**config.mk**
```make
export PLATFORM = sky130hd
export DESIGN_NAME = sprite_rle_row_decoder_unit
export DESIGN_NICKNAME = d
export VERILOG_FILES = /design/src/rtl/srd_pkg.sv /design/src/rtl/srd_cfg.sv /design/src/rtl/sprite_rle_row_decoder_unit.sv
export SDC_FILE = /design/constraint.sdc
export NUM_CORES = 1
export LEC_CHECK = 0
export BUFFER_PORTS_ARGS = -buffer_cell sky130_fd_sc_hd__clkbuf_2
export CORE_UTILIZATION = 25
export DETAILED_ROUTE_END_ITERATION = 8
export GPL_TIMING_DRIVEN = 0
export SLEW_MARGIN = 20
export SYNTH_ARGS = -nofsm -noshare
export SYNTH_HDL_FRONTEND = slang
export SYNTH_HIERARCHICAL = 1
export SYNTH_SLANG_ARGS = --single-unit
```
**constraint.sdc**
```tcl
create_clock -name clk -period 8.5 [get_ports clk]
set_clock_uncertainty 0.15 [all_clocks]
set_input_delay 0.85 -clock clk [delete_from_list [all_inputs] [get_ports clk]]
set_output_delay 0.85 -clock clk [all_outputs]
set_load 0.05 [all_outputs]
```
**src/rtl/srd_pkg.sv**
```systemverilog
// Shared types and constants for the run-length sprite row decoder.
package srd_pkg;

  localparam int unsigned CFG_IDX_W  = 1;
  localparam int unsigned CFG_DATA_W = 11;
  localparam int unsigned COUNT_W    = 24;
  localparam int unsigned RUN_W      = 7;

  localparam logic [CFG_IDX_W-1:0] REG_SPRITE_WIDTH  = 1'd0;
  localparam logic [CFG_IDX_W-1:0] REG_SPRITE_HEIGHT = 1'd1;

  localparam logic [COUNT_W-1:0] COUNT_MAX = {COUNT_W{1'b1}};

  typedef enum logic [1:0] {
    KIND_PIXEL = 2'd0,
    KIND_DONE  = 2'd1,
    KIND_ERROR = 2'd2
  } kind_t;

  typedef enum logic [1:0] {
    PH_FINISHED = 2'd0,
    PH_HEADER   = 2'd1,
    PH_LITERAL  = 2'd2
  } phase_t;

  typedef struct packed {
    logic [7:0] rle_byte;
    logic       first_byte;
  } in_t;

  typedef struct packed {
    kind_t               kind;
    logic [9:0]          pixel_x;
    logic [9:0]          pixel_y;
    logic [7:0]          pixel_value;
    logic                run_end;
    logic [COUNT_W-1:0]  bytes_used;
  } out_t;

endpackage

```
**src/rtl/srd_cfg.sv**
```systemverilog
// One sprite size register with clamping of written values.
module srd_cfg #(
  parameter int unsigned MAX_VAL = 1024
) (
  input  logic                           clk,
  input  logic                           rst_n,
  input  logic                           wr_en,
  input  logic [srd_pkg::CFG_DATA_W-1:0] wr_data,
  output logic [((MAX_VAL >= 2047) ? 11 : $clog2(MAX_VAL + 1))-1:0] value
);
  import srd_pkg::*;

  localparam int unsigned VAL_W = (MAX_VAL >= 2047) ? 11 : $clog2(MAX_VAL + 1);
  localparam int unsigned CAP   = (MAX_VAL > 2047) ? 2047 : MAX_VAL;
  localparam logic [CFG_DATA_W-1:0] CAP_D = CFG_DATA_W'(CAP);

  logic [VAL_W-1:0] val_r;
  logic [VAL_W-1:0] val_nxt;

  // zero becomes one, anything above the cap becomes the cap
  always_comb begin
    if (wr_data == '0) begin
      val_nxt = VAL_W'(1);
    end else if (wr_data > CAP_D) begin
      val_nxt = VAL_W'(CAP);
    end else begin
      val_nxt = VAL_W'(wr_data);
    end
  end

  always_ff @(posedge clk) begin
    if (!rst_n) begin
      val_r <= VAL_W'(1);
    end else if (wr_en) begin
      val_r <= val_nxt;
    end
  end

  assign value = val_r;

endmodule

```
**src/rtl/sprite_rle_row_decoder_unit.sv**
```systemverilog
// Top level of the run-length sprite row decoder.
//
// Usage:
//   Feed the sprite stream one byte per beat on in_*; set first_byte on the
//   first byte of each sprite. Each literal byte yields one pixel write beat
//   on out_*; the zero header of the last row yields a done beat carrying
//   the byte count; a run or skip wider than the room left in its row
//   yields an error beat. Headers, skips and non-last row ends give no beat.
//   Set sprite width and height on cfg_* (index 0 width, 1 height) while
//   the decoder is idle; cfg_ready is always high.
// Timing:
//   A result appears on out_* the cycle after its byte is taken. One byte is
//   taken every cycle; the decode of a byte is a single pass through the
//   header/literal logic into the output register, so the rate is one byte
//   per cycle as long as the receiver keeps up.
// Stall and reset:
//   While out_stall holds a waiting result, in_stall rises and the result is
//   held. Reset clears the decoder to the finished state, sizes to 1, and
//   drops any waiting result; bytes are ignored until a first byte arrives.
module sprite_rle_row_decoder_unit #(
  parameter int unsigned MAX_WIDTH  = 1024,
  parameter int unsigned MAX_HEIGHT = 1024
) (
  input  logic                           clk,
  input  logic                           rst_n,
  input  logic                           in_valid,
  output logic                           in_stall,
  input  srd_pkg::in_t                   in_data,
  output logic                           out_valid,
  input  logic                           out_stall,
  output srd_pkg::out_t                  out_data,
  input  logic                           cfg_valid,
  output logic                           cfg_ready,
  input  logic [srd_pkg::CFG_IDX_W-1:0]  cfg_index,
  input  logic [srd_pkg::CFG_DATA_W-1:0] cfg_data
);
  import srd_pkg::*;

  localparam int unsigned W_W   = (MAX_WIDTH >= 2047) ? 11 : $clog2(MAX_WIDTH + 1);
  localparam int unsigned H_W   = (MAX_HEIGHT >= 2047) ? 11 : $clog2(MAX_HEIGHT + 1);
  localparam int unsigned CMP_W = ((W_W > 8) ? W_W : 8) + 1;

  logic [W_W-1:0]     width;
  logic [H_W-1:0]     height;

  phase_t             phase_r, phase_nxt;
  logic [RUN_W-1:0]   lit_r, lit_nxt;
  logic [W_W-1:0]     col_r, col_nxt;
  logic [H_W-1:0]     row_r, row_nxt;
  logic [COUNT_W-1:0] cnt_r, cnt_nxt;

  logic               out_valid_r, out_valid_nxt;
  out_t               out_data_r, res;
  logic               res_valid;

  logic               in_acc;
  phase_t             ph_eff;
  logic [RUN_W-1:0]   lit_eff;
  logic [W_W-1:0]     col_eff;
  logic [H_W-1:0]     row_eff;
  logic [COUNT_W-1:0] cnt_eff, cnt_inc;
  logic [H_W:0]       row_inc;
  logic [7:0]         mag;
  logic [CMP_W-1:0]   room;
  logic               too_wide;
  logic [7:0]         b;

  assign cfg_ready = 1'b1;

  srd_cfg #(.MAX_VAL(MAX_WIDTH)) u_width (
    .clk     (clk),
    .rst_n   (rst_n),
    .wr_en   (cfg_valid && cfg_index == REG_SPRITE_WIDTH),
    .wr_data (cfg_data),
    .value   (width)
  );

  srd_cfg #(.MAX_VAL(MAX_HEIGHT)) u_height (
    .clk     (clk),
    .rst_n   (rst_n),
    .wr_en   (cfg_valid && cfg_index == REG_SPRITE_HEIGHT),
    .wr_data (cfg_data),
    .value   (height)
  );

  assign in_stall = out_valid_r && out_stall;
  assign in_acc   = in_valid && !in_stall;
  assign b        = in_data.rle_byte;

  // a first-byte mark restarts from a clean header state
  always_comb begin
    if (in_data.first_byte) begin
      ph_eff  = PH_HEADER;
      lit_eff = '0;
      col_eff = '0;
      row_eff = '0;
      cnt_eff = '0;
    end else begin
      ph_eff  = phase_r;
      lit_eff = lit_r;
      col_eff = col_r;
      row_eff = row_r;
      cnt_eff = cnt_r;
    end
  end

  assign cnt_inc  = (cnt_eff == COUNT_MAX) ? cnt_eff : cnt_eff + COUNT_W'(1);
  assign row_inc  = {1'b0, row_eff} + (H_W+1)'(1);
  assign mag      = b[7] ? (~b + 8'd1) : b;
  // a column already past the width leaves no room
  assign room     = (CMP_W'(col_eff) <= CMP_W'(width)) ?
                    CMP_W'(width) - CMP_W'(col_eff) : '0;
  assign too_wide = CMP_W'(mag) > room;

  // next state
  always_comb begin
    phase_nxt = ph_eff;
    lit_nxt   = lit_eff;
    col_nxt   = col_eff;
    row_nxt   = row_eff;
    cnt_nxt   = cnt_eff;
    case (ph_eff)
      PH_LITERAL: begin
        cnt_nxt = cnt_inc;
        col_nxt = col_eff + W_W'(1);
        lit_nxt = lit_eff - RUN_W'(1);
        if (lit_eff == RUN_W'(1)) begin
          phase_nxt = PH_HEADER;
        end
      end
      PH_HEADER: begin
        cnt_nxt = cnt_inc;
        if (b == 8'd0) begin
          row_nxt = H_W'(row_inc);
          col_nxt = '0;
          if (row_inc >= (H_W+1)'(height)) begin
            phase_nxt = PH_FINISHED;
          end
        end else if (too_wide) begin
          phase_nxt = PH_FINISHED;
          lit_nxt   = '0;
        end else if (b[7]) begin
          col_nxt = col_eff + W_W'(mag);
        end else begin
          lit_nxt   = b[RUN_W-1:0];
          phase_nxt = PH_LITERAL;
        end
      end
      default: begin
      end
    endcase
  end

  // result for this byte
  always_comb begin
    res       = '0;
    res_valid = 1'b0;
    case (ph_eff)
      PH_LITERAL: begin
        res_valid       = 1'b1;
        res.kind        = KIND_PIXEL;
        res.pixel_x     = 10'(col_eff);
        res.pixel_y     = 10'(row_eff);
        res.pixel_value = b;
        res.run_end     = (lit_eff == RUN_W'(1));
      end
      PH_HEADER: begin
        if (b == 8'd0) begin
          if (row_inc >= (H_W+1)'(height)) begin
            res_valid      = 1'b1;
            res.kind       = KIND_DONE;
            res.bytes_used = cnt_inc;
          end
        end else if (too_wide) begin
          res_valid = 1'b1;
          res.kind  = KIND_ERROR;
        end
      end
      default: begin
      end
    endcase
  end

  always_comb begin
    if (in_acc && res_valid) begin
      out_valid_nxt = 1'b1;
    end else if (out_stall) begin
      out_valid_nxt = out_valid_r;
    end else begin
      out_valid_nxt = 1'b0;
    end
  end

  always_ff @(posedge clk) begin
    if (!rst_n) begin
      phase_r     <= PH_FINISHED;
      lit_r       <= '0;
      col_r       <= '0;
      row_r       <= '0;
      cnt_r       <= '0;
      out_valid_r <= 1'b0;
    end else begin
      out_valid_r <= out_valid_nxt;
      if (in_acc) begin
        phase_r <= phase_nxt;
        lit_r   <= lit_nxt;
        col_r   <= col_nxt;
        row_r   <= row_nxt;
        cnt_r   <= cnt_nxt;
      end
    end
  end

  always_ff @(posedge clk) begin
    if (in_acc && res_valid) begin
      out_data_r <= res;
    end
  end

  assign out_valid = out_valid_r;
  assign out_data  = out_data_r;

`ifndef SYNTHESIS
  a_literal_has_count: assert property (@(posedge clk) disable iff (!rst_n)
    phase_r == PH_LITERAL |-> lit_r != '0)
    else $error("literal phase with no bytes left");

  a_active_counted: assert property (@(posedge clk) disable iff (!rst_n)
    phase_r != PH_FINISHED |-> cnt_r != '0)
    else $error("active decode with zero byte count");

  a_first_starts: assert property (@(posedge clk) disable iff (!rst_n)
    in_acc && in_data.first_byte |=> phase_r != PH_FINISHED || out_valid_r)
    else $error("first byte neither started decode nor gave a result");
`endif

endmodule
```
**Word-level counts from Yosys, hierarchy flattened**

Cells that the tools add are included.

- $lt $le $gt $ge: 4
- Add/sub/neg operators: 7
- Muxes and demuxes: 36
- Reductions and logical operators: 10
- Bitwise operators: 2
- Equality and inequality tests: 5

Operator list:

| kind | count |
|---|---|
| 11-bit two-way mux | 9 |
| 24-bit two-way mux | 3 |
| 7-bit two-way mux | 4 |
| 24-bit by 1-bit adder with 24-bit output (second input constant) | 1 |
| 24-bit == test (second input constant) | 1 |
| 11-bit case mux with 2 select lines | 1 |
| 2-bit two-way mux | 8 |
| 7-bit case mux with 2 select lines | 1 |
| 11-bit by 1-bit adder with 12-bit output (second input constant) | 1 |
| 12-bit by 11-bit greater-or-equal comparator with 1-bit output | 1 |
| 8-bit by 12-bit greater-than comparator with 1-bit output | 1 |
| 12-bit two-way mux | 1 |
| 11-bit by 11-bit subtractor with 12-bit output | 1 |
| 11-bit by 1-bit adder with 11-bit output (second input constant) | 1 |
| 11-bit by 8-bit adder with 11-bit output | 1 |
| 11-bit greater-than comparator (second input constant) | 1 |
| 11-bit less-or-equal comparator | 1 |
| 11-bit zero test | 1 |
| 8-bit by 1-bit adder with 8-bit output (second input constant) | 1 |
| 8-bit zero test | 1 |
| 8-bit two-way mux | 1 |
| 8-bit NOT | 1 |
| 7-bit by 1-bit == test with 1-bit output (second input constant) | 1 |
| 7-bit by 1-bit subtractor with 7-bit output (second input constant) | 1 |
| 11 further kinds | 20 |

- Output and inout bits: 58
- Bits in registers: 133
- Word-level logic and storage cells: 78
- Input port bits: 26

**Depth between registers and ports, before layout**

Gate-level depths: netlist (run 1).

- Word-level depth: 9
- Gate-level depth with buffers: 23
- Depth with buffers taken out: 20

**By module**

Netlist (run 1), hierarchy kept.

By module, submodules not included:

| module | seq. area each (µm²) | instances | cells an instance | area each (µm²) |
|---|---|---|---|---|
| sprite_rle_row_decoder_unit | 2772.7 | 1 | 943 | 7785.0 |
| srd_cfg | 220.2 | 2 | 48 | 467.9 |

**Least setup slack after synthesis (run 1)**

Ideal clock, no wire load.

- Path kind: input port to flip-flop
- Start point: input in_data[0] in the netlist's numbering
- End point: register out_data_r, in the netlist out_data[0] (enable)
- Setup time: 0.423 ns
- Buffers on the path: 7
- Stages on the path: 20
- Required time: 7.927 ns
- Setup slack: 2.234 ns
- Data arrival time: 5.693 ns
- Cells stage by stage: buf_4 clkbuf_1 buf_2 clkbuf_1 clkbuf_1 buf_1 nor2b_1 ha_1 and3_1 and3_1 and3_1 nand3_1 xor2_1 nor2_1 ha_1 a31oi_1 nand2b_1 buf_4 inv_2 o31a_1

- Elaborated cells between the ends (all ways): 16
- Classes of those cells: 2 x add/sub; 3 x order compare; 2 x eq/ne; 8 x mux; 1 x reduce/logical

RTL lines:

| element | RTL line | text |
|---|---|---|
| from (decl) | sprite_rle_row_decoder_unit.sv:28 | `input srd_pkg::in_t in_data,` |
| 11-bit two-way mux | sprite_rle_row_decoder_unit.sv:92 | `if (in_data.first_byte) begin` |
| net row_eff[0] | sprite_rle_row_decoder_unit.sv:60 | `logic [H_W-1:0] row_eff;` |
| 11-bit by 1-bit adder with 12-bit output | sprite_rle_row_decoder_unit.sv:108 | `assign row_inc = {1'b0, row_eff} + (H_W+1)'(1);` |
| 12-bit by 11-bit greater-or-equal comparator with 1-bit output | sprite_rle_row_decoder_unit.sv:169 | `if (row_inc >= (H_W+1)'(height)) begin` |
| 1-bit two-way mux | sprite_rle_row_decoder_unit.sv:169 |  |
| 1-bit two-way mux | sprite_rle_row_decoder_unit.sv:168 | `if (b == 8'd0) begin` |
| 1-bit case mux with 2 select lines | sprite_rle_row_decoder_unit.sv:158 | `case (ph_eff)` |
| 1-bit logical AND | sprite_rle_row_decoder_unit.sv:215 | `if (in_acc && res_valid) begin` |
| to (signal assigned) | sprite_rle_row_decoder_unit.sv:216 | `out_data_r <= res;` |
| to (decl) | sprite_rle_row_decoder_unit.sv:53 | `out_t out_data_r, res;` |

The timed path passes the listed nets, and every way through them passes these cells.
A chain may end at the register's enable or synchronous reset.

**Final worst setup path (run 1)**

- Start point: input in_data[0] in the netlist's numbering
- End point: register out_data_r, in the netlist out_data[22] (enable)

Same word-level chain as after synthesis.

==> results of run 1 <==
[final cells by class]
class                   count  area, um^2  area share [%]
repair buffers             83         453            4.36
multi-input cells         806        5060            48.7
clock buffers              18         429            4.13
clock inverters            14         223            2.14
inverters                  43         166            1.60
well taps                 455         569            5.48
flip-flops and latches    133        3210            30.9
plain buffers              57         283            2.72
[kinds of logic (layout without fill, tap and decap cells)]
group / after synthesis / after routing / synth area share (%)
adder cells (fa/ha/maj): 48 / 48 / 7.06
flip-flops: 133 / 133 / 36.8
XOR/XNOR: 50 / 50 / 5.02
other: 1 / 1 / 0.0430
AND/OR/NAND/NOR: 424 / 424 / 24.5
AO/OA/AOI/OAI: 273 / 273 / 20.2
multiplexers: 10 / 10 / 1.18
buffers and inverters: 100 / 215 / 5.15
[cells in the final DEF (no fill, tap or decap), types with 4 or more instances in the layout]
cell type	n
nand2_1	100
o2bb2ai_1	10
a211oi_1	4
clkbuf_2	81
o21a_1	4
a22o_1	6
xnor2_1	38
nand2b_1	15
clkbuf_16	17
nand3_1	25
a21o_1	11
a21oi_1	55
buf_2	4
inv_6	5
nor2_1	127
edfxtp_1	55
bufinv_16	5
a32o_1	5
xor2_1	12
ha_1	46
dfxtp_1	78
o21ai_0	87
mux2i_1	8
nor4_1	4
nand4_1	12
nor3_1	29
and2_1	28
inv_1	39
and3_1	16
a22oi_1	26
buf_6	7
a31oi_1	19
nor2b_1	40
o211ai_1	5
or3_1	5
clkbuf_1	41
[routing by layer]
layer	vias up	part of all wire (%)	GRT usage, %
met5	-	0	0
met2	327	45	24.6
li1	3923	-	-
met1	3862	46	21.0
met4	0	1.9	4.96
met3	51	7.2	3.28
[final timing paths]
check                           from                 end  depth (start not counted)
hold reg to reg   u_height/value[10]  u_height/value[10]                          2
setup / recovery          in_data[0]        out_data[22]                         23
hold / removal    u_height/value[10]  u_height/value[10]                          2
setup reg to reg            col_r[0]        out_data[22]                         20
[worst max-delay path: cells and delay by family]
family                   cells  cell delay [ns]
adder cells (fa/ha/maj)      2             0.61
XOR/XNOR                     1             0.19
buffers and inverters       10             3.31
AND/OR/NAND/NOR              6             1.08
AO/OA/AOI/OAI                4             1.00
[power groups by stage]
| stage | registers, mW | clock network [mW] | logic, mW |
|---|---|---|---|
| after floorplan | 0.727 | 0 | 0.197 |
| after global placement | 0.707 | 0 | 0.309 |
| after detailed placement | 0.706 | 0 | 0.316 |
| after CTS | 0.692 | 0.851 | 0.317 |
| after global routing | 0.694 | 0.876 | 0.351 |
| final | 0.692 | 0.839 | 0.320 |
[per-stage QoR]
stage	area (um^2)	cells	setup WS, ns
final	10400	1609	1.45
after global routing	10400	1609	1.11
after CTS	10400	1609	1.56
after detailed placement	9740	1577	1.15
after global placement	9700	1575	-0.223
after floorplan	8720	1039	2.23
[flip-flops by register name (all words and copies together), names as in the netlist]
name and count:
out_data 55, phase_r 2, u_width/value 11, lit_r 7
col_r 11, out_valid 1, cnt_r 24, row_r 11
u_height/value 11
==> flow_metrics.py, run 1 <==
metrics = {
    "finish": {
        "syn2layout_area_growth_pct": 19.2,
        "utilization_pct": 30.2,
        "nets": 1215,
        "diodes": 0,
        "drive_gt1_share_pct": 13.6,
        "fillers": 3683,
    },
    "pwr": {
        "p_sw_mw": 0.538,
        "p_sw_share_pct": 29.1,
        "pwr-share-clk_pct": 45.3,
        "power_frac_comb_pct": 17.3,
        "power_per_cell_area_nw_per_um2": 178,
        "ir_drop_mv": 0.124,
        "power_mw": 1.85,
        "leakage_nw": 3.91,
        "p_int_mw": 1.31,
        "p_seq_share_pct": 37.4,
    },
    "timing": {
        "setup_violations": 0,
        "tns_ns": 0,
        "drv_slew": 0,
        "relSlewSlack_pct": 50.1,
        "rsz0062_at_grt": "no",
        "whs_ns": 0.335,
        "layout_min_cycle_time_ns": 7.05,
        "period_share_pct": 83.0,
        "worstMarginPinSlew_ns": 0.748,
        "fmax_ghz": 0.142,
        "finalHoldViolCount": 0,
    },
    "critical_path": {
        "rrSetupSlack_ns": 3.23,
        "cpMostUsedCell": "clkbuf_1",
        "endpoint_kind": "register",
        "critPathMaxFanout": 30,
        "path_class": "in2reg",
        "cp_slowest_cell": "clkbuf_1",
        "path_cells": "buf_4 > clkbuf_1 > buf_2 > clkbuf_1 > clkbuf_1 > buf_1 > nor2b_1 > ha_1 > and3_1 > and3_1 > xnor2_1 > nor2_1 > ha_1 > nor2b_1 > o21ai_0 > o211ai_1 > a31oi_1 > nand2b_1 > buf_4 > inv_2 > o31a_2 > buf_16 > buf_12",
        "arrival_ns": 7.08,
        "slowest_delay_ns": 0.60,
        "required_ns": 8.53,
        "cp-start-kind": "primary input",
    },
    "synth": {
        "synthDistinctLibCells": 80,
        "avgSynthCellArea_um2": 8.39,
        "synth-main-ff-cell": "dfxtp_1",
        "synthCells": 1039,
        "async_flop_share_pct": 0,
        "syn_nets": 1113,
        "synth_seq_cells": 133,
        "synthTopCellsByCount": "nor2_1 (127), nand2_1 (100), o21ai_0 (87)",
        "synth.area.top_cells": "edfxtp_1 (19%), dfxtp_1 (18%), ha_1 (6.6%)",
        "synthMostInstantiatedCell": "nor2_1",
        "synth_top_area_share_pct": 18.9,
        "synth_edf_count": 55,
        "syn-cell-area_um2": 8720,
        "yosysWarningCount": 6,
        "synth_seq_area_share_pct": 36.8,
        "post-synth-top-area-cell": "edfxtp_1",
    },
    "status": {
        "violations": "DRC",
        "status": "finished, violations left",
    },
    "hold_path": {
        "hold_path_class": "reg2reg",
    },
    "global_route": {
        "grt_usage_pct": 15.5,
        "antenna_found_initial": 1,
        "grt_overflow": 0,
        "grt_pass1_vias": 7914,
        "grt_pass1_wl_um": 43500,
        "grt_max_degree": 31,
    },
    "detailed_routing": {
        "drt_iter0_markers": 743,
        "vias": 8163,
        "wl_per_cell_um": 16.9,
        "routed_via_density": 5.07,
        "final_antenna_net_count": 0,
        "drc": 1,
        "wl_um": 27200,
        "first_pass_iters": 8,
    },
    "floorplanning": {
        "die-area_um2": 35600,
        "rows": 68,
        "die_height_um": 189,
        "boundaryPins": 84,
        "chipWidth_um": 189,
        "initial_core_util_pct": 25.3,
        "coreArea_um2": 34500,
    },
    "place": {
        "place.port_buffers": 81,
        "dp_hpwl_um": 20000,
        "gp_congestion": 0.888,
    },
    "clock_tree": {
        "post_cts_resized": 0,
        "clk_pin_slew_ns": 0.06,
        "clk_latency_ns": 0.43,
        "cts_buffer_depth": 2,
        "cts.sinks": 133,
        "cts_tree": "yes",
        "cts_made_buffers": 17,
        "postCtsSetupBuffers": 0,
        "ctsHoldBuffers": 0,
        "root_buffer": "clkbuf_16",
        "htree_levels": 4,
    },
    "job": {
        "drv_cap": 0,
    },
}
No activity file was read; power rests on OpenSTA's default activity.
==> run 2, diff against run 1 <==
==> constraint.sdc (replaced) <==
create_clock -name clk -period 7.08 [get_ports clk]
set_clock_uncertainty 0.15 [all_clocks]
set_input_delay 0.708 -clock clk [delete_from_list [all_inputs] [get_ports clk]]
set_output_delay 0.708 -clock clk [all_outputs]
set_load 0.05 [all_outputs]
==> flow_metrics.py, run 2 (synthesis gave the netlist of run 1 again) <==
metrics = {
    "clock_tree": {
        "cts.sinks": 133,
        "cts_tree": "yes",
        "clk_pin_slew_ns": 0.06,
        "htree_levels": 4,
        "postCtsSetupBuffers": 0,
        "cts_buffer_depth": 2,
        "clk_latency_ns": 0.43,
        "root_buffer": "clkbuf_16",
        "cts_made_buffers": 17,
    },
    "timing": {
        "layout_min_cycle_time_ns": 6.34,
        "fmax_ghz": 0.158,
        "worstMarginPinSlew_ns": 0.729,
        "finalHoldViolCount": 0,
        "rsz0062_at_grt": "no",
        "tns_ns": 0,
        "setup_violations": 0,
        "period_share_pct": 89.6,
        "whs_ns": 0.335,
        "drv_slew": 0,
        "relSlewSlack_pct": 51.0,
    },
    "finish": {
        "diodes": 0,
        "fillers": 3683,
        "syn2layout_area_growth_pct": 19.2,
        "final_cell_mix": "nor2_1 (127), nand2_1 (100), o21ai_0 (87)",
        "largest_reg_flops": 55,
        "final_common_cell": "nor2_1",
        "final_cells": 1608,
        "drive_gt1_share_pct": 13.6,
        "nets": 1214,
    },
    "detailed_routing": {
        "drt_iter0_markers": 777,
        "wl_um": 27000,
        "wl_per_cell_um": 16.8,
        "drc": 1,
        "vias": 8091,
        "routed_via_density": 5.03,
        "final_antenna_net_count": 0,
        "first_pass_iters": 8,
    },
    "pwr": {
        "ir_drop_mv": 0.149,
        "leakage_nw": 3.91,
        "power_per_cell_area_nw_per_um2": 214,
    },
    "critical_path": {
        "required_ns": 7.11,
        "cp-start-kind": "primary input",
        "path_class": "in2reg",
        "arrival_ns": 6.37,
        "reg2reg_depth": 20,
        "rrSetupSlack_ns": 1.79,
        "endpoint_kind": "register",
        "critPathMaxFanout": 30,
    },
    "floorplanning": {
        "die_height_um": 189,
        "chipWidth_um": 189,
        "die-area_um2": 35600,
        "rows": 68,
        "boundaryPins": 84,
        "initial_core_util_pct": 25.3,
        "coreArea_um2": 34500,
    },
    "place": {
        "place_inst": 1577,
        "place.port_buffers": 81,
        "gp_congestion": 0.888,
        "dp_hpwl_um": 20000,
    },
    "job": {
        "drv_cap": 0,
    },
    "global_route": {
        "grt_pass1_wl_um": 43500,
        "grt_pass1_vias": 7914,
        "grt_usage_pct": 15.5,
        "grt_max_degree": 31,
        "grt_overflow": 0,
        "antenna_found_initial": 1,
    },
    "status": {
        "violations": "DRC",
        "status": "finished, violations left",
    },
    "hold_path": {
        "hold_depth": 2,
        "hold_path_class": "reg2reg",
    },
}
## run 2: cell count changes in the layout (fill, tap and decap cells not counted), sizes merged
cell,previous run,this run
clkbuf,139,138
## run 2: repair_timing
action / CTS / global route
hold buffers: 0 / 0
resized for setup: 0 / 0
setup endpoints to repair: 0 / 30
hold endpoints to repair: 0 / 0
## run 2: worst paths after layout
| check | from | endpoint |
|---|---|---|
| hold reg to reg | u_height/value[10] | u_height/value[10] |
| hold / removal | u_height/value[10] | u_height/value[10] |
| setup reg to reg | col_r[0] | out_data[22] |
| setup / recovery | in_data[0] | out_data[22] |
## run 2: layout make-up
| cell class | count | area (um^2) | share of cell area (%) |
|---|---|---|---|
| clock inverter | 14 | 223 | 2.14 |
| sequential | 133 | 3210 | 30.9 |
| timing repair buffer | 83 | 453 | 4.36 |
| clock buffer | 18 | 429 | 4.13 |
| buffer | 56 | 279 | 2.68 |
| inverter | 43 | 166 | 1.60 |
| multi-input combinational | 806 | 5060 | 48.7 |
| tap | 455 | 569 | 5.48 |
## run 2: metrics by stage
step                worst slack (ns)  power [mW]  cell area, um^2  util, %
global placement               -1.50        1.22             9700     28.1
CTS                            0.283        2.23            10400     30.2
global route                   0.384        2.31            10400     30.2
floorplan                      0.956        1.11             8720        -
finish                         0.739        2.22            10400     30.2
detailed placement            -0.132        1.23             9740     28.3
## run 2: where the power goes
part | internal (mW) | leakage (nW) | switching, mW
Sequential | 0.818 | 1.20 | 0.0129
Combinational | 0.128 | 2.40 | 0.256
Clock | 0.631 | 0.312 | 0.374
Total | 1.58 | 3.91 | 0.643
## run 2: metal layers
layer,track usage (%),up-vias,part of all wire [%]
met5,0,-,0
li1,-,3922,-
met4,4.96,0,1.8
met1,21.0,3793,46
met3,3.28,45,7.3
met2,24.6,331,45
## run 2: worst max-delay path: stages
cell      delay (ns)
buf_4           0.26
buf_2           0.33
clkbuf_1        0.45
clkbuf_1        0.48
buf_1           0.56
nor2b_1         0.19
ha_1            0.31
and3_1          0.25
and3_1          0.24
xnor2_1         0.19
nor2_1          0.07
ha_1            0.31
nor2b_1         0.13
o21ai_0         0.14
o211ai_1        0.11
a31oi_1         0.33
nand2b_1        0.20
buf_4           0.18
inv_2           0.05
o31a_2          0.44
buf_16          0.23
buf_12          0.17
==> run 3, diff against run 2 <==
--- a/config.mk
+++ b/config.mk
@@ -6,9 +6,10 @@
 export NUM_CORES = 1
 export LEC_CHECK = 0
 export BUFFER_PORTS_ARGS = -buffer_cell sky130_fd_sc_hd__clkbuf_2
-export CORE_UTILIZATION = 25
+export CORE_UTILIZATION = 50
 export DETAILED_ROUTE_END_ITERATION = 8
 export GPL_TIMING_DRIVEN = 0
+export PLACE_DENSITY = 0.69
 export SLEW_MARGIN = 20
 export SYNTH_ARGS = -nofsm -noshare
 export SYNTH_HDL_FRONTEND = slang
==> flow_metrics.py, run 3 (synthesis gave the netlist of run 1 again) <==
metrics = {
    "status": {
        "status": "completed",
    },
    "clock_tree": {
        "ctsHoldBuffers": 0,
        "root_buffer": "clkbuf_16",
        "postCtsSetupBuffers": 0,
        "cts_made_buffers": 17,
        "cts.sinks": 133,
        "clk_pin_slew_ns": 0.06,
        "cts_buffer_depth": 2,
        "clk_latency_ns": 0.43,
        "htree_levels": 4,
        "cts_tree": "yes",
        "post_cts_resized": 0,
    },
    "floorplanning": {
        "chipWidth_um": 134,
        "die_height_um": 134,
        "coreArea_um2": 16800,
        "initial_core_util_pct": 51.9,
        "boundaryPins": 84,
        "rows": 47,
        "die-area_um2": 18000,
    },
    "timing": {
        "layout_min_cycle_time_ns": 6.64,
        "rsz0062_at_grt": "no",
        "setup_slack_ns": 0.437,
        "worstMarginPinSlew_ns": 0.866,
        "fmax_ghz": 0.151,
        "drv_slew": 0,
        "relSlewSlack_pct": 42.1,
        "finalHoldViolCount": 0,
        "setup_violations": 0,
        "period_share_pct": 93.8,
    },
    "hold_path": {
        "hp-start": "cnt_r[1]",
        "hold_path_class": "reg2reg",
        "hold_depth": 2,
        "hold-path-endpoint": "cnt_r[1]",
    },
    "critical_path": {
        "required_ns": 7.10,
        "rr_endpoint": "out_data[42]",
        "endpoint_kind": "register",
        "arrival_ns": 6.67,
        "path_class": "in2reg",
        "critPathMaxFanout": 31,
        "reg2reg_depth": 19,
        "cp-start-kind": "primary input",
        "rr_startpoint": "col_r[0]",
        "rrSetupSlack_ns": 1.75,
    },
    "place": {
        "dp_slack_ns": 0.0732,
        "place_inst": 1341,
        "gp_congestion": 0.926,
        "place.port_buffers": 81,
        "dp_hpwl_um": 17600,
        "placed_area_um2": 9420,
    },
    "pwr": {
        "p_sw_share_pct": 28.0,
        "power_mw": 2.19,
        "pwr-share-clk_pct": 44.7,
        "power_frac_comb_pct": 17.3,
        "leakage_nw": 3.90,
        "p_sw_mw": 0.612,
        "p_seq_share_pct": 38.0,
        "p_int_mw": 1.58,
        "ir_drop_mv": 0.175,
        "power_per_cell_area_nw_per_um2": 217,
    },
    "finish": {
        "largest_reg_flops": 55,
        "drive_gt1_share_pct": 13.4,
        "final_common_cell": "nor2_1",
        "utilization_pct": 59.9,
        "syn2layout_area_growth_pct": 15.5,
        "final_cells": 1373,
        "nets": 1214,
        "diodes": 0,
        "final_cell_area_um2": 10100,
        "final_cell_mix": "nor2_1 (127), nand2_1 (100), o21ai_0 (87)",
        "fillers": 1550,
    },
    "global_route": {
        "grt_overflow": 0,
        "grt_usage_pct": 27.7,
        "grt_max_degree": 32,
        "grt_pass1_vias": 7408,
        "antenna_found_initial": 1,
        "grt_pass1_wl_um": 38800,
    },
    "detailed_routing": {
        "drc": 0,
        "routed_via_density": 5.94,
        "wl_um": 24400,
        "drt_iter0_markers": 876,
        "first_pass_iters": 7,
        "wl_per_cell_um": 17.8,
        "vias": 8155,
        "final_antenna_net_count": 0,
    },
    "job": {
        "drv_cap": 0,
    },
}
run 3: cell types whose count changed in the layout (fill, tap and decap cells not counted):
cell | before | now
buf_16 | 1 | 0
clkbuf_1 | 40 | 41
clkbuf_8 | 0 | 1
clkinv_1 | 1 | 3
clkinv_4 | 1 | 2
inv_6 | 5 | 1
run 3: area by class of cell:
| type | count | area [um^2] | area share (%) |
|---|---|---|---|
| multi-input combinational | 806 | 5060 | 50.2 |
| sequential | 133 | 3210 | 31.9 |
| clock buffer | 19 | 443 | 4.40 |
| timing repair buffer | 82 | 425 | 4.22 |
| buffer | 57 | 283 | 2.81 |
| tap | 220 | 275 | 2.73 |
| clock inverter | 13 | 204 | 2.03 |
| inverter | 43 | 166 | 1.65 |
run 3: routing by layer:
layer | track usage, % | share of wire [%]
met5 | 0 | 0
met4 | 10.0 | 1.9
met3 | 4.23 | 7.6
met2 | 42.7 | 44
met1 | 39.3 | 46
run 3: how the worst max path moves through the flow:
stage               startpoint            to
finish              in_data[0]  out_data[42]
detailed placement  in_data[0]  out_data[42]
CTS                 in_data[0]  out_data[42]
global placement    in_data[0]  out_data[42]
global route        in_data[0]  out_data[42]
floorplan           in_data[0]   out_data[0]
run 3: power groups by stage:
stage / Combinational [mW] / Clock [mW] / Sequential (mW)
after floorplan: 0.237 / 0 / 0.874
after global placement: 0.365 / 0 / 0.848
after detailed placement: 0.371 / 0 / 0.847
after CTS: 0.373 / 0.986 / 0.830
after global routing: 0.412 / 1.01 / 0.833
final: 0.379 / 0.979 / 0.831
run 3: metrics by stage:
stage / hold WS (ns) / setup TNS [ns]
floorplan: 0.296 / 0
global placement: 0.309 / -54.23
detailed placement: 0.324 / 0
CTS: 0.339 / 0
global route: 0.374 / 0
finish: 0.337 / 0
run 3: critical path: stages:
cell and delay [ns]:
buf_4 0.18, clkbuf_1 0.56, buf_2 0.39, clkbuf_1 0.37, clkbuf_1 0.47, buf_1 0.52
nor2b_1 0.15, ha_1 0.29, and3_1 0.24, and3_1 0.23, and3_1 0.23, mux2i_1 0.14
ha_1 0.21, a211oi_1 0.23, o211ai_1 0.13, a31oi_1 0.37, nand2b_1 0.17, buf_4 0.16
inv_2 0.05, o31a_2 0.53, buf_12 0.28
